### src/rtl/core/lckc_pkg.sv
// lckc_pkg: shared types, constants and cipher functions for the key counter
// no dependencies
package lckc_pkg;

  localparam int NUM_CANDIDATES = 256;
  localparam int CAND_W         = $clog2(NUM_CANDIDATES);
  localparam int COUNT_WIDTH    = 16;
  localparam int BLOCK_W        = 16;
  localparam int BIAS_W         = 16;
  localparam int CFG_W          = 16;

  localparam logic [CFG_W-1:0]   EXP_HALF_RST = 16'd5000;
  localparam logic [BLOCK_W-1:0] MODE1_FIXED  = 16'h0103;
  localparam logic [BLOCK_W-1:0] MODE3_FIXED  = 16'h0100;

  typedef enum logic [1:0] {
    MODE_LR_LOW  = 2'd0,
    MODE_LR_ALL  = 2'd1,
    MODE_FR_HIGH = 2'd2,
    MODE_FR_ALL  = 2'd3
  } attack_mode_e;

  typedef enum logic {
    REG_ATTACK_MODE   = 1'b0,
    REG_EXPECTED_HALF = 1'b1
  } cfg_reg_e;

  typedef struct packed {
    logic [BLOCK_W-1:0] plaintext;
    logic [BLOCK_W-1:0] ciphertext;
    logic               last_pair;
  } in_item_t;

  typedef struct packed {
    logic [CAND_W-1:0] best_candidate;
    logic [BIAS_W-1:0] max_bias;
  } out_item_t;

  typedef struct packed {
    logic               upd;
    logic               shift;
    attack_mode_e       mode;
    logic [BLOCK_W-1:0] base;
    logic               raw_par;
  } cell_ctrl_t;

  typedef struct packed {
    logic idle;
    logic shift;
  } scan_stat_t;

  function automatic logic [3:0] sbox_fwd(input logic [3:0] x);
    logic [3:0] r;
    case (x)
      4'h0: r = 4'hE;  4'h1: r = 4'h4;  4'h2: r = 4'hD;  4'h3: r = 4'h1;
      4'h4: r = 4'h2;  4'h5: r = 4'hF;  4'h6: r = 4'hB;  4'h7: r = 4'h8;
      4'h8: r = 4'h3;  4'h9: r = 4'hA;  4'hA: r = 4'h6;  4'hB: r = 4'hC;
      4'hC: r = 4'h5;  4'hD: r = 4'h9;  4'hE: r = 4'h0;  4'hF: r = 4'h7;
      default: r = 4'h0;
    endcase
    return r;
  endfunction

  function automatic logic [3:0] sbox_inv(input logic [3:0] x);
    logic [3:0] r;
    case (x)
      4'h0: r = 4'hE;  4'h1: r = 4'h3;  4'h2: r = 4'h4;  4'h3: r = 4'h8;
      4'h4: r = 4'h1;  4'h5: r = 4'hC;  4'h6: r = 4'hA;  4'h7: r = 4'hF;
      4'h8: r = 4'h7;  4'h9: r = 4'hD;  4'hA: r = 4'h9;  4'hB: r = 4'h6;
      4'hC: r = 4'hB;  4'hD: r = 4'h2;  4'hE: r = 4'h0;  4'hF: r = 4'h5;
      default: r = 4'h0;
    endcase
    return r;
  endfunction

  function automatic logic [BLOCK_W-1:0] substitute(input logic [BLOCK_W-1:0] v,
                                                    input logic inv);
    logic [BLOCK_W-1:0] r;
    r = '0;
    for (int n = 0; n < 4; n++) begin
      r[4*n +: 4] = inv ? sbox_inv(v[4*n +: 4]) : sbox_fwd(v[4*n +: 4]);
    end
    return r;
  endfunction

  function automatic logic last_round(input attack_mode_e m);
    return (m == MODE_LR_LOW) || (m == MODE_LR_ALL);
  endfunction

  function automatic logic [BLOCK_W-1:0] key_mask(input attack_mode_e m,
                                                  input logic [CAND_W-1:0] j);
    logic [BLOCK_W-1:0] r;
    case (m)
      MODE_LR_LOW:  r = {4'h0, j[7:4], 4'h0, j[3:0]};
      MODE_LR_ALL:  r = {j[7:4], 4'h0, j[3:0], 4'h0} | MODE1_FIXED;
      // high nibble of the candidate is not used in this mode
      MODE_FR_HIGH: r = {4'h0, j[3:0], 8'h00};
      MODE_FR_ALL:  r = {8'h00, j} | MODE3_FIXED;
      default:      r = '0;
    endcase
    return r;
  endfunction

  function automatic logic [BLOCK_W-1:0] u_mask(input attack_mode_e m);
    logic [BLOCK_W-1:0] r;
    case (m)
      MODE_LR_LOW:  r = 16'h0505;
      MODE_LR_ALL:  r = 16'h5555;
      MODE_FR_HIGH: r = 16'hAA00;
      MODE_FR_ALL:  r = 16'hCCCC;
      default:      r = '0;
    endcase
    return r;
  endfunction

  function automatic logic [BLOCK_W-1:0] x_mask(input attack_mode_e m);
    logic [BLOCK_W-1:0] r;
    case (m)
      MODE_LR_LOW:  r = 16'h0B00;
      MODE_LR_ALL:  r = 16'h0090;
      MODE_FR_HIGH: r = 16'h0E00;
      MODE_FR_ALL:  r = 16'h00E0;
      default:      r = '0;
    endcase
    return r;
  endfunction

endpackage

### src/rtl/core/lckc_scan.sv
// lckc_scan: sequencer and max-bias comparator fed from the head of the cell chain
// holds the result register; depends on lckc_pkg
module lckc_scan
  import lckc_pkg::*;
#(
  parameter int CountW = COUNT_WIDTH
) (
  input  logic              clk_i,
  input  logic              rst_ni,
  input  logic              start_i,
  input  logic [CountW-1:0] head_count_i,
  input  logic [CFG_W-1:0]  expected_half_i,
  input  logic              out_ready_i,
  output scan_stat_t        stat_o,
  output logic              out_valid_o,
  output out_item_t         out_data_o
);

  localparam int BiasW = (CountW > BIAS_W) ? CountW : BIAS_W;

  typedef enum logic [2:0] {
    S_IDLE = 3'b001,
    S_SCAN = 3'b010,
    S_DONE = 3'b100
  } state_e;

  state_e            state_q, state_d;
  logic [CAND_W-1:0] idx_q, idx_d;
  logic [CAND_W-1:0] best_q, best_d;
  logic [BiasW-1:0]  bias_q, bias_d;
  logic              out_valid_q, out_valid_d;
  out_item_t         out_data_q, out_data_d;
  logic [BiasW-1:0]  cnt_x, eh_x, b;
  logic              out_free;

  always_comb begin
    cnt_x    = BiasW'(head_count_i);
    eh_x     = BiasW'(expected_half_i);
    b        = (cnt_x >= eh_x) ? cnt_x - eh_x : eh_x - cnt_x;
    out_free = !out_valid_q || out_ready_i;

    state_d     = state_q;
    idx_d       = idx_q;
    best_d      = best_q;
    bias_d      = bias_q;
    out_valid_d = out_valid_q && !out_ready_i;
    out_data_d  = out_data_q;

    case (state_q)
      S_IDLE: begin
        if (start_i) begin
          state_d = S_SCAN;
          idx_d   = '0;
        end
      end
      S_SCAN: begin
        if ((idx_q == '0) || (b >= bias_q)) begin
          best_d = idx_q;
          bias_d = b;
        end
        idx_d = idx_q + CAND_W'(1);
        if (idx_q == {CAND_W{1'b1}}) begin
          state_d = S_DONE;
        end
      end
      S_DONE: begin
        if (out_free) begin
          out_valid_d               = 1'b1;
          out_data_d.best_candidate = best_q;
          out_data_d.max_bias       = (bias_q > BiasW'({BIAS_W{1'b1}})) ?
                                      {BIAS_W{1'b1}} : bias_q[BIAS_W-1:0];
          state_d                   = S_IDLE;
        end
      end
      default: state_d = S_IDLE;
    endcase
  end

  always_ff @(posedge clk_i or negedge rst_ni) begin
    if (!rst_ni) begin
      state_q     <= S_IDLE;
      idx_q       <= '0;
      out_valid_q <= 1'b0;
    end else begin
      state_q     <= state_d;
      idx_q       <= idx_d;
      out_valid_q <= out_valid_d;
    end
  end

  always_ff @(posedge clk_i) begin
    best_q     <= best_d;
    bias_q     <= bias_d;
    out_data_q <= out_data_d;
  end

  assign stat_o.idle  = (state_q == S_IDLE);
  assign stat_o.shift = (state_q == S_SCAN);
  assign out_valid_o  = out_valid_q;
  assign out_data_o   = out_data_q;

endmodule

### config.mk
export PLATFORM = sky130hd
export DESIGN_NAME = lckc_scan
export DESIGN_NICKNAME = d
export VERILOG_FILES = /design/src/rtl/core/lckc_pkg.sv /design/src/rtl/core/lckc_scan.sv
export SDC_FILE = /design/constraint.sdc
export NUM_CORES = 1
export LEC_CHECK = 0
export CORE_UTILIZATION = 60
export DETAILED_ROUTE_END_ITERATION = 10
export DONT_BUFFER_PORTS = 1
export PLACE_DENSITY = 0.82
export REMOVE_ABC_BUFFERS = 1
export SLEW_MARGIN = 40
export SYNTH_ARGS = -nofsm -noshare
export SYNTH_HDL_FRONTEND = slang
export SYNTH_SLANG_ARGS = --single-unit
### constraint.sdc
create_clock -name clk_i -period 10.7 [get_ports clk_i]
set_input_delay 2.675 -clock clk_i [delete_from_list [all_inputs] [get_ports clk_i]]
set_output_delay 2.675 -clock clk_i [all_outputs]
set_load 0.01 [all_outputs]
# After elaboration in Yosys (flattened, before gate mapping)
# Index checks and enable logic that the tools add are counted.
classes:
  n_eq_ne: 7
  mux: 9
  n_addsub: 3
  n_reduce_logical: 11
  n_lt_le_gt_ge: 3
ops:
  columns: ["cell", "count"]
  rows:
  - ["$ge 16x16->1", 2]
  - ["$sub 16x16->16", 2]
  - ["$gt 16x16->1 const B", 1]
  - ["$mux 16", 1]
  - ["$pmux 8 s2", 1]
  - ["$mux 3", 3]
  - ["$pmux 3 s3", 1]
  - ["$add 8x1->8 const B", 1]
  - ["$eq 8x8->1 const B", 1]
  - ["$logic_not 8->1", 1]
  - ["$mux 8", 1]
  - ["$reduce_and 2->1", 3]
  - ["$ne 2x2->1 const B", 2]
  - ["$eq 3x1->1 const B", 1]
  - ["$eq 3x2->1 const B", 1]
  - ["$eq 3x3->1 const B", 1]
  - ["$reduce_and 3->1", 1]
  - ["$logic_not 1->1", 2]
  - ["$logic_or 1x1->1", 2]
  - ["$mux 1", 2]
  - ["$ne 2x1->1 const B", 1]
  - ["$reduce_bool 2->1", 1]
  - ["$logic_and 1x1->1", 1]
totals:
  ff_bits: 60
  wordCells: 40
  out_inout_bits: 27

# Longest topological paths before layout
logic_depth:
  depth_word: 5
  mapped_depth: 20
  mapped_depth_nobuf: 18

# Least setup slack after synthesis
# No wires, ideal clock.
synth_timing:
  path_type: "input port to flip-flop"
  startpoint: "input head_count_i[0]"
  endpoint: "register best_q[0], enable pin"
  t_arrival_ns: 7.258
  path_slack_ns: 3.003
  stages: 16
  required_ns: 10.262
  n_path_buf: 0
  cell_sequence: "inv_1 -> ha_1 -> inv_1 -> fa_1 -> a21o_1 -> a221oi_2 -> a21oi_2 -> o21ai_4 -> mux2_4 -> or3_1 -> o2111a_1 -> ha_1 -> nand4_1 -> nor2_1 -> nand2_1 -> o21ai_0"
synth_via:
  elab_chain_len: 5
synth_lines:
  columns: ["item", "line", "source"]
  rows:
  - ["start, declared", "lckc_scan.sv:11", "input logic [CountW-1:0] head_count_i,"]
  - ["$sub 16x16->16 or $ge 16x16->1 (tied branches)", "lckc_scan.sv:39", "b = (cnt_x >= eh_x) ? cnt_x - eh_x : eh_x - cnt_x;"]
  - ["$mux 16 (*)", "lckc_scan.sv:39", null]
  - ["named net b[14]", "lckc_scan.sv:33", "logic [BiasW-1:0] cnt_x, eh_x, b;"]
  - ["$ge 16x16->1 (*)", "lckc_scan.sv:57", "if ((idx_q == '0) || (b >= bias_q)) begin"]
  - ["$logic_or 1x1->1 (*)", "lckc_scan.sv:57", null]
  - ["$reduce_and 2->1 (no source line) (*)", null, null]
  - ["end signal, assigned", "lckc_scan.sv:92", "best_q <= best_d;"]
  - ["end, declared", "lckc_scan.sv:29", "logic [CAND_W-1:0] best_q, best_d;"]
# The timed path passes the listed nets; every way through them passes the cells marked *.
# A chain may end at the register's enable or synchronous reset.

# Final worst setup path
layout_timing:
  startpoint: "input head_count_i[0]"
  endpoint: "register best_q[7], enable pin"
# Same word-level chain as after synthesis.

==> results.json <==
{
  "number_of_buffers_inserted_by_hold_repair_at_cts": 0,
  "power_consumption_uw": 715,
  "grt-busiest-layer": "met2",
  "yosys.cell_types.count": 54,
  "cts.root.buffer_cell": "clkbuf_8",
  "report.final.hold_viol_count": 0,
  "num_rows": 29,
  "worstSetupEndpointType": "flip-flop",
  "routed_wl_per_cell_um": 15.7,
  "setup_total_negative_slack_ns": 0,
  "dieArea_um2": 7120,
  "clock_power_share_pct": 27.0,
  "drt-initial-drc-count": 129,
  "period_needed_ns": 6.65,
  "worstSetupStartpointType": "input port",
  "final_layout_size_suffix_gt1_share_pct": 7.48,
  "cts_num_sinks": 60,
  "maxSlewViolCount": 0,
  "grt_max_degree": 25,
  "antenna_found_initial": 0,
  "port_buffers": 0,
  "period_share_pct": 62.1,
  "seq_power_share_pct": 43.6,
  "power_leakage_nw": 1.94,
  "synth_seq_cells": 60,
  "sw_frac_of_total_pct": 31.6,
  "synth_enable_flop_cells": 48,
  "total_global_route_track_usage_pct": 22.2,
  "routed_wirelength_mm": 7.51,
  "initial_core_util_pct": 63.0,
  "power_per_cell_area_nw_per_um2": 166,
  "postSynth.topFlopCell": "edfxtp_1",
  "p_switching_uw": 226,
  "timing.max_slew.rel_slack_pct": 49.0,
  "clock_pin_slew_reported_for_the_worst_setup_and_hold_paths_after_clock_tree_synthesis_ns": 0.06,
  "crit_fanout": 24,
  "chipHeight_um": 84.4,
  "placeableCoreArea_um2": 6460,
  "intPower_uw": 490,
  "unrepaired_setup_endpoints_after_global_routing": "no",
  "share_comb_of_total_power_pct": 29.5,
  "finish.net_count": 483,
  "maxCapViolCount": 0,
  "run_status": "finished, violations left",
  "timing.clock.skew_ns": 0.00820,
  "clk_latency_ns": 0.33,
  "synth_area_um2": 4070,
  "post-cts-setup-buffers": 0,
  "worst_slew_pin_slew_ns": 0.762,
  "via_per_inst": 6.07,
  "via_count_of_the_first_global_routing_pass": 2822,
  "place.gp.congestion": 0.921,
  "path_class": "in -> reg",
  "dpl.hpwl_mm": 5.80,
  "max_freq_mhz": 150,
  "detail-route-antenna-nets": 0,
  "cts_made_buffers": 9,
  "die-width_um": 84.4,
  "cts_repair_resize_count": 0,
  "met1_usage_pct": 28.2,
  "clockBufferDepth": 2,
  "syn-instance-count": 398,
  "holdPathStages": 0,
  "setup_viol_count_final": 0,
  "worstHoldPathType": "reg -> reg",
  "cts_tree": "done",
  "r2r_cell_count": 8,
  "drtPass1Iterations": 8,
  "dr_total_vias": 2903,
  "gr-total-overflow": 0,
  "global_route.usage.met2_pct": 37.7,
  "failed_checks": "DRC",
  "num_antenna_cells": 0,
  "final.hold.worst_slack_ns": 0.416,
  "synth_async_sr_flop_share_pct": 20.0,
  "use_met3_pct": 4.62,
  "vdd_ir_drop_max_mv": 0.0703,
  "grt_pass1_wl_mm": 12.5,
  "io-pin-count": 63,
  "area_growth_syn_to_layout_pct": 5.69,
  "synth_sequential_area_ratio_pct": 42.8,
  "h-tree-depth": 3,
  "fillers": 537,
  "worstPathRequired_ns": 10.71,
  "synthesis.area_per_instance_um2": 10.2,
  "detail_route.drc_violations": 4,
  "cp.arrival_ns": 6.65,
  "synth.yosys.warnings": 0
}
-- through the flow --
stage,worst slack [ns],cells,instance area (um2),utilization [%]
3_5_place_dp,3.72,462,4110,63.6
5_1_grt,3.60,478,4300,66.6
2_1_floorplan,3.00,385,3990,-
3_3_place_gp,3.64,462,4100,63.4
6_report,4.05,478,4300,66.6
4_1_cts,4.06,478,4300,66.6
-- registers in the layout (all words and copies together) (netlist names) --
signal and flops:
out_data_o 24, bias_q 16, best_q 8, idx_q 8
state_q 3, out_valid_o 1
-- cell usage after synthesis (all sizes together), types with 7 or more instances --
master / count / area [um2]
inv: 53 / 199
ha: 49 / 613
edfxtp: 48 / 1440
a21oi: 28 / 144
o21ai: 25 / 136
nand2: 22 / 82.6
a21o: 21 / 158
nor2: 16 / 60.1
dfrtp: 11 / 275
a31oi: 9 / 56.3
and3: 9 / 56.3
buf: 8 / 57.6
nand4: 8 / 50.1
o211ai: 7 / 62.6
xor2: 7 / 61.3
-- critical path, cell delays in order --
cell and delay [ns]:
inv_1 0.04, ha_1 0.17, inv_1 0.05, fa_1 0.38, a21o_1 0.20, a221oi_2 0.34, a21oi_2 0.17, o21a_1 0.45
a211oi_1 0.32, a31oi_1 0.09, xor2_1 0.20, ha_1 0.30, a21o_1 0.18, a21o_1 0.17, a21oi_1 0.12, o21ai_0 0.10
a221oi_1 0.40, o21ai_4 0.30
-- cell usage in the layout (no fill, tap or decap), types with 7 or more instances in the layout --
cell type / count
and3_1: 9
inv_1: 53
a21o_1: 21
ha_1: 49
edfxtp_1: 48
nor2_1: 15
nand4_1: 8
o21ai_0: 20
nand2_1: 22
clkbuf_8: 10
xor2_1: 7
a31oi_1: 9
a21oi_1: 27
dfrtp_1: 11
-- kinds of logic after synthesis --
group                    Yosys count  share of synthesized area [%]
AO/OA/AOI/OAI                    115                           19.0
AND/OR/NAND/NOR                   87                           11.1
buffers and inverters             67                           6.86
flip-flops                        60                           42.8
adder cells (fa/ha/maj)           51                           16.0
XOR/XNOR                          13                           2.80
multiplexers                       5                           1.38
-- worst paths after layout --
| kind | start | slack [ns] | to |
|---|---|---|---|
| worst min-delay path | best_q[5]$_DFFE_PP_ | 0.42 | out_data_o[21]$_DFFE_PP_ |
| min in group asynchronous | rst_ni | 2.04 | idx_q[1]$_DFFE_PN0P_ |
| max in group asynchronous | rst_ni | 8.49 | state_q[0]$_DFFE_PN1P_ |
| worst max register to register | bias_q[0]$_DFFE_PP_ | 8.23 | best_q[7]$_DFFE_PP_ |
| worst max-delay path | head_count_i[0] | 4.05 | best_q[7]$_DFFE_PP_ |
| worst min register to register | best_q[5]$_DFFE_PP_ | 0.42 | out_data_o[21]$_DFFE_PP_ |
-- layer usage --
layer	part of all wire, %	vias up
met5	0	-
met4	2.0	0
met3	4.7	13
met2	49	103
met1	45	1363
li1	-	1424
-- layout make-up --
cell class | count | area, um2 | area share, %
flip-flops and latches | 60 | 1740 | 40.5
inverters | 54 | 203 | 4.71
clock inverters | 5 | 51.3 | 1.19
well taps | 77 | 96.3 | 2.24
clock buffers | 11 | 141 | 3.29
multi-input cells | 271 | 2070 | 48.1
-- power by group through the flow --
stage          sequential [mW]  combinational [mW]  clock (mW)
5_1_grt                  0.313               0.239       0.207
2_1_floorplan            0.310               0.162           0
3_5_place_dp             0.316               0.209           0
6_report                 0.312               0.211       0.193
3_3_place_gp             0.314               0.199           0
4_1_cts                  0.311               0.211       0.196
Note: power is estimated with default switching activity, not from simulation.
