**config.mk**
```make
export PLATFORM = sky130hd
export DESIGN_NAME = lckc_cell
export DESIGN_NICKNAME = d
export VERILOG_FILES = /design/src/rtl/core/lckc_pkg.sv /design/src/rtl/core/lckc_cell.sv
export SDC_FILE = /design/constraint.sdc
export NUM_CORES = 1
export LEC_CHECK = 0
export BUFFER_PORTS_ARGS = -buffer_cell sky130_fd_sc_hd__buf_2
export CAP_MARGIN = 10
export CORE_MARGIN = 2
export CORE_UTILIZATION = 55
export DETAILED_ROUTE_END_ITERATION = 7
export PLACE_DENSITY = 0.82
export SYNTH_ARGS = -nofsm -noshare
export SYNTH_HDL_FRONTEND = slang
export SYNTH_SLANG_ARGS = --single-unit
```
**constraint.sdc**
```tcl
create_clock -name clk_i -period 2.5 [get_ports clk_i]
set_clock_uncertainty 0.15 [all_clocks]
set_input_delay 0.125 -clock clk_i [delete_from_list [all_inputs] [get_ports clk_i]]
set_output_delay 0.125 -clock clk_i [all_outputs]
set_load 0.05 [all_outputs]
```
**src/rtl/core/lckc_pkg.sv**
```systemverilog
// lckc_pkg: shared types, constants and cipher functions for the key counter
// no dependencies
package lckc_pkg;

  localparam int NUM_CANDIDATES = 256;
  localparam int CAND_W         = $clog2(NUM_CANDIDATES);
  localparam int COUNT_WIDTH    = 16;
  localparam int BLOCK_W        = 16;
  localparam int BIAS_W         = 16;
  localparam int CFG_W          = 16;

  localparam logic [CFG_W-1:0]   EXP_HALF_RST = 16'd5000;
  localparam logic [BLOCK_W-1:0] MODE1_FIXED  = 16'h0103;
  localparam logic [BLOCK_W-1:0] MODE3_FIXED  = 16'h0100;

  typedef enum logic [1:0] {
    MODE_LR_LOW  = 2'd0,
    MODE_LR_ALL  = 2'd1,
    MODE_FR_HIGH = 2'd2,
    MODE_FR_ALL  = 2'd3
  } attack_mode_e;

  typedef enum logic {
    REG_ATTACK_MODE   = 1'b0,
    REG_EXPECTED_HALF = 1'b1
  } cfg_reg_e;

  typedef struct packed {
    logic [BLOCK_W-1:0] plaintext;
    logic [BLOCK_W-1:0] ciphertext;
    logic               last_pair;
  } in_item_t;

  typedef struct packed {
    logic [CAND_W-1:0] best_candidate;
    logic [BIAS_W-1:0] max_bias;
  } out_item_t;

  typedef struct packed {
    logic               upd;
    logic               shift;
    attack_mode_e       mode;
    logic [BLOCK_W-1:0] base;
    logic               raw_par;
  } cell_ctrl_t;

  typedef struct packed {
    logic idle;
    logic shift;
  } scan_stat_t;

  function automatic logic [3:0] sbox_fwd(input logic [3:0] x);
    logic [3:0] r;
    case (x)
      4'h0: r = 4'hE;  4'h1: r = 4'h4;  4'h2: r = 4'hD;  4'h3: r = 4'h1;
      4'h4: r = 4'h2;  4'h5: r = 4'hF;  4'h6: r = 4'hB;  4'h7: r = 4'h8;
      4'h8: r = 4'h3;  4'h9: r = 4'hA;  4'hA: r = 4'h6;  4'hB: r = 4'hC;
      4'hC: r = 4'h5;  4'hD: r = 4'h9;  4'hE: r = 4'h0;  4'hF: r = 4'h7;
      default: r = 4'h0;
    endcase
    return r;
  endfunction

  function automatic logic [3:0] sbox_inv(input logic [3:0] x);
    logic [3:0] r;
    case (x)
      4'h0: r = 4'hE;  4'h1: r = 4'h3;  4'h2: r = 4'h4;  4'h3: r = 4'h8;
      4'h4: r = 4'h1;  4'h5: r = 4'hC;  4'h6: r = 4'hA;  4'h7: r = 4'hF;
      4'h8: r = 4'h7;  4'h9: r = 4'hD;  4'hA: r = 4'h9;  4'hB: r = 4'h6;
      4'hC: r = 4'hB;  4'hD: r = 4'h2;  4'hE: r = 4'h0;  4'hF: r = 4'h5;
      default: r = 4'h0;
    endcase
    return r;
  endfunction

  function automatic logic [BLOCK_W-1:0] substitute(input logic [BLOCK_W-1:0] v,
                                                    input logic inv);
    logic [BLOCK_W-1:0] r;
    r = '0;
    for (int n = 0; n < 4; n++) begin
      r[4*n +: 4] = inv ? sbox_inv(v[4*n +: 4]) : sbox_fwd(v[4*n +: 4]);
    end
    return r;
  endfunction

  function automatic logic last_round(input attack_mode_e m);
    return (m == MODE_LR_LOW) || (m == MODE_LR_ALL);
  endfunction

  function automatic logic [BLOCK_W-1:0] key_mask(input attack_mode_e m,
                                                  input logic [CAND_W-1:0] j);
    logic [BLOCK_W-1:0] r;
    case (m)
      MODE_LR_LOW:  r = {4'h0, j[7:4], 4'h0, j[3:0]};
      MODE_LR_ALL:  r = {j[7:4], 4'h0, j[3:0], 4'h0} | MODE1_FIXED;
      // high nibble of the candidate is not used in this mode
      MODE_FR_HIGH: r = {4'h0, j[3:0], 8'h00};
      MODE_FR_ALL:  r = {8'h00, j} | MODE3_FIXED;
      default:      r = '0;
    endcase
    return r;
  endfunction

  function automatic logic [BLOCK_W-1:0] u_mask(input attack_mode_e m);
    logic [BLOCK_W-1:0] r;
    case (m)
      MODE_LR_LOW:  r = 16'h0505;
      MODE_LR_ALL:  r = 16'h5555;
      MODE_FR_HIGH: r = 16'hAA00;
      MODE_FR_ALL:  r = 16'hCCCC;
      default:      r = '0;
    endcase
    return r;
  endfunction

  function automatic logic [BLOCK_W-1:0] x_mask(input attack_mode_e m);
    logic [BLOCK_W-1:0] r;
    case (m)
      MODE_LR_LOW:  r = 16'h0B00;
      MODE_LR_ALL:  r = 16'h0090;
      MODE_FR_HIGH: r = 16'h0E00;
      MODE_FR_ALL:  r = 16'h00E0;
      default:      r = '0;
    endcase
    return r;
  endfunction

endpackage

```
**src/rtl/core/lckc_cell.sv**
```systemverilog
// lckc_cell: one candidate counter with its own parity evaluation
// shifts its count to the neighbor during the scan; depends on lckc_pkg
module lckc_cell
  import lckc_pkg::*;
#(
  parameter int CountW = COUNT_WIDTH
) (
  input  logic              clk_i,
  input  logic              rst_ni,
  input  cell_ctrl_t        ctrl_i,
  input  logic [CAND_W-1:0] cand_i,
  input  logic [CountW-1:0] shift_in_i,
  output logic [CountW-1:0] count_o
);

  logic [CountW-1:0]  count_q, count_d;
  logic [BLOCK_W-1:0] u;
  logic               par;
  logic               hit;

  always_comb begin
    u   = substitute(ctrl_i.base ^ key_mask(ctrl_i.mode, cand_i), last_round(ctrl_i.mode));
    par = (^(u & u_mask(ctrl_i.mode))) ^ ctrl_i.raw_par;
    hit = ctrl_i.upd && !par && (count_q != {CountW{1'b1}});
    if (ctrl_i.shift) begin
      count_d = shift_in_i;
    end else if (hit) begin
      count_d = count_q + CountW'(1);
    end else begin
      count_d = count_q;
    end
  end

  always_ff @(posedge clk_i or negedge rst_ni) begin
    if (!rst_ni) begin
      count_q <= '0;
    end else begin
      count_q <= count_d;
    end
  end

  assign count_o = count_q;

endmodule

```
Yosys cells after proc, flatten, opt, wreduce, memory -nomap -nowiden
Memory sizes are Yosys's and may differ from the RTL's.
Cells that the tools add are included.
- register bits after elaboration: 16
- ROM bits: 512
- bits of input ports: 47
- output and inout port bits: 16
- logic and storage cells: 32
- memories kept: 8
- memories (name ; words ; bits a word ; read ports ; clocked after Yosys merged registers in ; wr ports ; RTL line ; source):
    (name not given) ; 16 ; 4 ; 1 ; 0 ; 0 ; lckc_pkg.sv:66 ; case (x)
    (name not given) ; 16 ; 4 ; 1 ; 0 ; 0 ; lckc_pkg.sv:54 ; case (x)
    (name not given) ; 16 ; 4 ; 1 ; 0 ; 0 ; lckc_pkg.sv:66 ;
    (name not given) ; 16 ; 4 ; 1 ; 0 ; 0 ; lckc_pkg.sv:54 ;
    (name not given) ; 16 ; 4 ; 1 ; 0 ; 0 ; lckc_pkg.sv:66 ;
    (name not given) ; 16 ; 4 ; 1 ; 0 ; 0 ; lckc_pkg.sv:54 ;
    2 more memories ; n/a ; n/a ; n/a ; n/a ; n/a ; n/a ;
- $add $sub $neg: 1
- equality and inequality tests: 4
- mux-type cells: 8
- bitwise operators: 3
- reduce and logical (&&, ||, !) cells: 7
- operator list (operator ; count):
    $pmux 16 s4 ; 2
    $mux 16 ; 2
    $add 16x1->16 const B ; 1
    $and 16x16->16 ; 1
    $mux 4 ; 4
    $ne 16x16->1 const B ; 1
    $reduce_xor 16->1 ; 1
    $xor 16x16->16 ; 1
    $eq 2x2->1 const B ; 2
    $eq 2x1->1 const B ; 1
    $logic_and 1x1->1 ; 2
    $logic_not 2->1 ; 1
    $reduce_bool 2->1 ; 1
    $logic_not 1->1 ; 1
    $logic_or 1x1->1 ; 1
    $xor 1x1->1 ; 1

Longest topological paths before layout
An unclocked memory read counts as a cell.
- depth after elaboration: 13
- mapped depth: 18

Least setup slack after synthesis
OpenSTA, ideal clock, no wires.
- path kind: input port to flip-flop
- start: in ctrl_i[18] (netlist bit)
- end: reg count_q[13], in the netlist count_o[13]
- library setup time: 82 ps
- data arrival time: 3369 ps
- required time: 2268 ps
- setup slack: -1101 ps
- stages on the path: 16
- path through: buf_6 -> buf_6 -> buf_4 -> mux2i_1 -> nor2_1 -> xor2_1 -> inv_1 -> ha_1 -> mux2i_1 -> mux2i_1 -> a311o_1 -> o211ai_2 -> xnor2_1 -> xor3_2 -> or4_1 -> a31oi_1
- word-level cells in the longest chain between the ends: 12
- elaborated cells between the ends (all ways): 27
- ends and longest elaborated chain (item ; RTL line ; source):
    start, declared ; lckc_cell.sv:10 ; input cell_ctrl_t ctrl_i,
    $eq 2x2->1 (tied with other cells) ; lckc_pkg.sv:93, lckc_pkg.sv:106 ;
    $pmux 16 s4 ; lckc_pkg.sv:93 ; case (m)
    $xor 16x16->16 ; lckc_cell.sv:22 ; u = substitute(ctrl_i.base ^ key_mask(ctrl_i.mode, cand_i), last_round(ctrl_i.mode));
    $mem_v2 16x4, on equally long branches ; n/a ;
    $mux 4 ; lckc_pkg.sv:81 ; r[4*n +: 4] = inv ? sbox_inv(v[4*n +: 4]) : sbox_fwd(v[4*n +: 4]);
    $and 16x16->16 * ; lckc_cell.sv:23 ; par = (^(u & u_mask(ctrl_i.mode))) ^ ctrl_i.raw_par;
    $reduce_xor 16->1 * ; lckc_cell.sv:23 ;
    $xor 1x1->1 * ; lckc_cell.sv:23 ;
    $logic_not 1->1 * ; lckc_cell.sv:24 ; hit = ctrl_i.upd && !par && (count_q != {CountW{1'b1}});
    $logic_and 1x1->1 * (2 in a row) ; lckc_cell.sv:24 ;
    $reduce_bool 2->1 (no source line) * ; n/a ;
    end signal, assigned ; lckc_cell.sv:38 ; count_q <= count_d;
    end, declared ; lckc_cell.sv:16 ; logic [CountW-1:0] count_q, count_d;
Mark *: on every way between the ends. The rest lies on a longest branch, timed or not. The select of a mux whose other input is x is not followed.
A chain may end at the register's enable or synchronous reset.

Worst setup path in the final report
- start: in cand_i[4]
- end: reg count_q[6], in the netlist count_o[6]
- word-level cells in the longest chain between the ends: 11
- elaborated cells between the ends (all ways): 18
- ends and longest elaborated chain (item ; RTL line ; source):
    start, declared ; lckc_cell.sv:11 ; input logic [CAND_W-1:0] cand_i,
    $pmux 16 s4 * ; lckc_pkg.sv:93 ;
    $xor 16x16->16 * ; lckc_cell.sv:22 ;
    $mem_v2 16x4, on equally long branches ; n/a ;
    $mux 4 ; lckc_pkg.sv:81 ;
    $and 16x16->16 * ; lckc_cell.sv:23 ;
    $reduce_xor 16->1 * ; lckc_cell.sv:23 ;
    $xor 1x1->1 * ; lckc_cell.sv:23 ;
    $logic_not 1->1 * ; lckc_cell.sv:24 ;
    $logic_and 1x1->1 * (2 in a row) ; lckc_cell.sv:24 ;
    $reduce_bool 2->1 (no source line) * ; n/a ;
Mark *: on every way between the ends. The rest lies on a longest branch, timed or not.

==> run_summary.xml <==
<?xml version="1.0" encoding="UTF-8"?>
<metrics>
  <group name="outcome">
    <metric name="status" unit="">complete, but fails checks</metric>
    <metric name="violations" unit="">negative hold slack, negative setup slack</metric>
  </group>
  <group name="setup_path">
    <metric name="worst-r2r-cell-count" unit="">7</metric>
    <metric name="critical_path_peak_fanout" unit="">5</metric>
    <metric name="crit-reg2reg-launch" unit="">count_o[0]$_DFFE_PN0P_</metric>
    <metric name="worstSetupEndpointType" unit="">flop</metric>
    <metric name="worst_setup_path_endpoint" unit="">count_o[6]$_DFFE_PN0P_</metric>
    <metric name="worst-setup-path-type" unit="">primary input to flop</metric>
    <metric name="sort_of_element_at_the_start_of_the_critical_path" unit="">primary input</metric>
    <metric name="critPathArrivalTime" unit="ns">4.10</metric>
    <metric name="worst_setup_path_startpoint" unit="">cand_i[4]</metric>
    <metric name="r2r_setup_slack" unit="ns">-0.45</metric>
    <metric name="worst_r2r_endpoint" unit="">count_o[6]$_DFFE_PN0P_</metric>
    <metric name="crit_required" unit="ns">2.52</metric>
  </group>
  <group name="global_routing">
    <metric name="grt.total_usage" unit="">0.394</metric>
    <metric name="initial_antenna_violation_count" unit="">1</metric>
    <metric name="grt_start_max_net_pins" unit="">26</metric>
    <metric name="grt_overflow" unit="">0</metric>
    <metric name="grt_first_pass_wirelength" unit="mm">16.2</metric>
    <metric name="grt_pass1_vias" unit="">3368</metric>
  </group>
  <group name="sta">
    <metric name="unrepaired_setup_endpoints_after_global_routing" unit="">yes</metric>
    <metric name="report.final.slew_viol_count" unit="">0</metric>
    <metric name="hold_viol" unit="">1</metric>
    <metric name="final.hold.worst_slack" unit="ns">-0.0131</metric>
    <metric name="finalSetupViolations" unit="">16</metric>
    <metric name="worstMarginPinSlew" unit="ns">0.662</metric>
    <metric name="fin_crit_sh" unit="">1.63</metric>
    <metric name="setup_ws" unit="ns">-1.58</metric>
    <metric name="slew-limit-headroom" unit="">0.554</metric>
    <metric name="period_minus_slack" unit="ns">4.08</metric>
    <metric name="totalNegativeSetupSlack" unit="ns">-21.21</metric>
    <metric name="max_clock_freq" unit="GHz">0.245</metric>
  </group>
  <group name="logic_synthesis">
    <metric name="syn-instance-count" unit="">317</metric>
    <metric name="synth_top_area_frac" unit="">0.153</metric>
    <metric name="synth.yosys.seq_area_share" unit="">0.153</metric>
    <metric name="synthesis.nets" unit="">387</metric>
    <metric name="synth_edf_count" unit="">0</metric>
    <metric name="synthFlopType" unit="">dfrtp_1</metric>
    <metric name="ys_top_cells_by_area" unit="">dfrtp_1 15%, ha_1 11%, mux2i_1 5.7%</metric>
    <metric name="ys_top_cells_by_count" unit="">27 x nor2_1, 23 x ha_1, 23 x nand2_1, 19 x o21ai_0</metric>
    <metric name="synthesis_stage_register_bit_count" unit="">16</metric>
    <metric name="synth_top_cell_by_area" unit="">dfrtp_1</metric>
    <metric name="synth.cell_area" unit="sq um">2610</metric>
    <metric name="ys_async_sr_fraction" unit="">1.00</metric>
    <metric name="synthesis.area_per_instance" unit="sq um">8.24</metric>
    <metric name="synth.yosys.warnings" unit="">0</metric>
    <metric name="post-synth-top-count-cell" unit="">nor2_1</metric>
    <metric name="synth.lib_cells_used.distinct" unit="">65</metric>
  </group>
  <group name="die">
    <metric name="count_of_standard_cell_rows" unit="">25</metric>
    <metric name="design.core.area" unit="sq um">4660</metric>
    <metric name="die_y" unit="um">72.9</metric>
    <metric name="io_pins" unit="">63</metric>
    <metric name="die_w" unit="um">72.9</metric>
    <metric name="initial_core_util" unit="">0.560</metric>
    <metric name="die_area" unit="sq um">5320</metric>
  </group>
  <group name="hold_path">
    <metric name="hp-class" unit="">primary input to flop</metric>
  </group>
  <group name="place">
    <metric name="post-place-cells" unit="">480</metric>
    <metric name="post_place_instance_area" unit="sq um">3420</metric>
    <metric name="dpl_worst_slack" unit="ns">-1.31</metric>
    <metric name="port_buffers" unit="">62</metric>
    <metric name="routabilityCongestion" unit="">0.925</metric>
    <metric name="dp_hpwl" unit="mm">5.70</metric>
  </group>
  <group name="finish">
    <metric name="syn_to_final_growth" unit="%">66.0</metric>
    <metric name="layout.filler_cells" unit="">149</metric>
    <metric name="finish.instance_area" unit="sq um">4340</metric>
    <metric name="largest_register_ffs" unit="">16</metric>
    <metric name="final_layout_size_suffix_gt1_frac" unit="">0.513</metric>
    <metric name="layout.area.seq" unit="sq um">400</metric>
    <metric name="multi_input_combinational_cell_area" unit="sq um">2540</metric>
    <metric name="finish.cell_count_without_fillers" unit="">527</metric>
    <metric name="finalNetCount" unit="">543</metric>
  </group>
  <group name="run">
    <metric name="cap_violations" unit="">0</metric>
  </group>
  <group name="cts">
    <metric name="cts-htree-levels" unit="">1</metric>
    <metric name="cts-buffers-inserted" unit="">3</metric>
    <metric name="clk_transition_reported_paths" unit="ns">0.08</metric>
    <metric name="cts.sink_count" unit="">16</metric>
    <metric name="tritoncts" unit="">yes</metric>
    <metric name="cts_buffer_depth" unit="">2</metric>
    <metric name="clockRootBuffer" unit="">clkbuf_8</metric>
    <metric name="worstSkewPairLatency" unit="ns">0.28</metric>
  </group>
  <group name="power">
    <metric name="static-leakage-power" unit="uW">0.00195</metric>
    <metric name="power_density" unit="nW/um^2">680</metric>
    <metric name="vdd_drop_max" unit="mV">0.844</metric>
  </group>
  <group name="detailed_routing">
    <metric name="avgViaCountPerCell" unit="">7.57</metric>
    <metric name="initialDrtViolationCount" unit="">550</metric>
    <metric name="detailroute.via_count" unit="">3992</metric>
    <metric name="final_antenna_net_count" unit="">0</metric>
    <metric name="detailed_route_wire_length_per_cell" unit="um">27.2</metric>
    <metric name="drtPass1Iterations" unit="">8</metric>
    <metric name="drt_wl_total" unit="mm">14.4</metric>
    <metric name="detail_route.drc_violations" unit="">0</metric>
  </group>
</metrics>
[where the power goes]
group / switching (uW) / internal, uW / leakage, uW
combinational: 1250 / 1050 / 0.00174
clock: 123 / 141 / 0.0000288
sequential: 80.7 / 301 / 0.000181
total: 1450 / 1490 / 0.00195
[layer usage]
layer | GRT usage | share of wire
met3 | 0.0594 | 0.14
met2 | 0.707 | 0.44
met4 | 0.210 | 0.13
met1 | 0.448 | 0.30
met5 | 0 | 0
[layout by cell type (no fill, tap or decap), drive strengths merged, types with 2 or more instances in the layout]
cell type	instances
dlygate4sd3	13
or3	8
nand2b	2
o311ai	4
xor3	3
o31ai	8
a32oi	2
o211ai	10
nor3	6
or2	2
mux2i	15
and3	5
mux2	3
or4	6
clkbuf	4
and2	2
nand4	4
o21ai	19
xnor3	2
ha	23
o21a	2
dfrtp	16
nor2b	2
nand2	24
a31oi	15
nor2	30
inv	17
a21oi	8
xnor2	16
a21o	2
nand3b	3
o2111ai	2
xor2	13
buf	150
nand3	14
[logic make-up after synthesis]
| kind of cell | count (synthesis) | synth area share |
|---|---|---|
| and+or+nand+nor | 111 | 0.219 |
| muxes | 19 | 0.0819 |
| AOI/OAI and AO/OA | 84 | 0.229 |
| xor gates and xnor gates | 32 | 0.144 |
| adders and majority gates | 24 | 0.114 |
| buffers and inverters | 31 | 0.0589 |
| DFF | 16 | 0.153 |
[cell type report]
| type | count | share of cell area |
|---|---|---|
| timing repair buffer | 163 | 0.278 |
| inverter | 17 | 0.0159 |
| multi-input combinational | 272 | 0.585 |
| clock buffer | 4 | 0.0127 |
| sequential | 16 | 0.0924 |
| antenna | 1 | 0.000577 |
| tap | 54 | 0.0156 |
[critical path, stage by stage]
cell,delay [ns]
buf_4,0.13
buf_6,0.11
mux2i_1,0.14
nand2_1,0.26
xor2_2,0.36
inv_2,0.13
ha_1,0.23
mux2i_1,0.23
mux2i_1,0.22
a311o_1,0.34
o211ai_2,0.10
xnor2_2,0.16
xor3_2,0.55
buf_6,0.17
or4_1,0.52
a31oi_1,0.30
[stage by stage]
| stage | utilization | hold slack (ns) | total power (uW) |
|---|---|---|---|
| after floorplan | - | -0.321 | 1280 |
| after global placement | 0.733 | -0.0895 | 1600 |
| after detailed placement | 0.733 | -0.0863 | 1630 |
| after CTS | 0.863 | 0.00307 | 2410 |
| after global routing | 0.930 | -0.0170 | 3020 |
| final | 0.930 | -0.0131 | 2950 |
[how the worst min path moves through the flow]
stage | startpoint | to | slack, ns | cells after the start
4_1_cts | shift_in_i[5] | count_o[5]$_DFFE_PN0P_ | 0.003 | 3
5_1_grt | shift_in_i[5] | count_o[5]$_DFFE_PN0P_ | -0.02 | 3
6_report | shift_in_i[0] | count_o[0]$_DFFE_PN0P_ | -0.01 | 3
3_3_place_gp | rst_ni | count_o[2]$_DFFE_PN0P_ | -0.09 | 1
3_5_place_dp | rst_ni | count_o[3]$_DFFE_PN0P_ | -0.09 | 1
2_1_floorplan | rst_ni | count_o[0]$_DFFE_PN0P_ | -0.32 | 0
[timing repair]
action | 4_1_cts | 5_1_grt
hold buffers | 13 | 0
resized for setup | 52 | 56
setup endpoints to repair | 16 | 16
buffers inserted | 21 | 7
gates cloned | 3 | 0
pin swaps | 45 | 38
hold endpoints to repair | 28 | 0
Note: power is estimated with default switching activity, not from simulation.
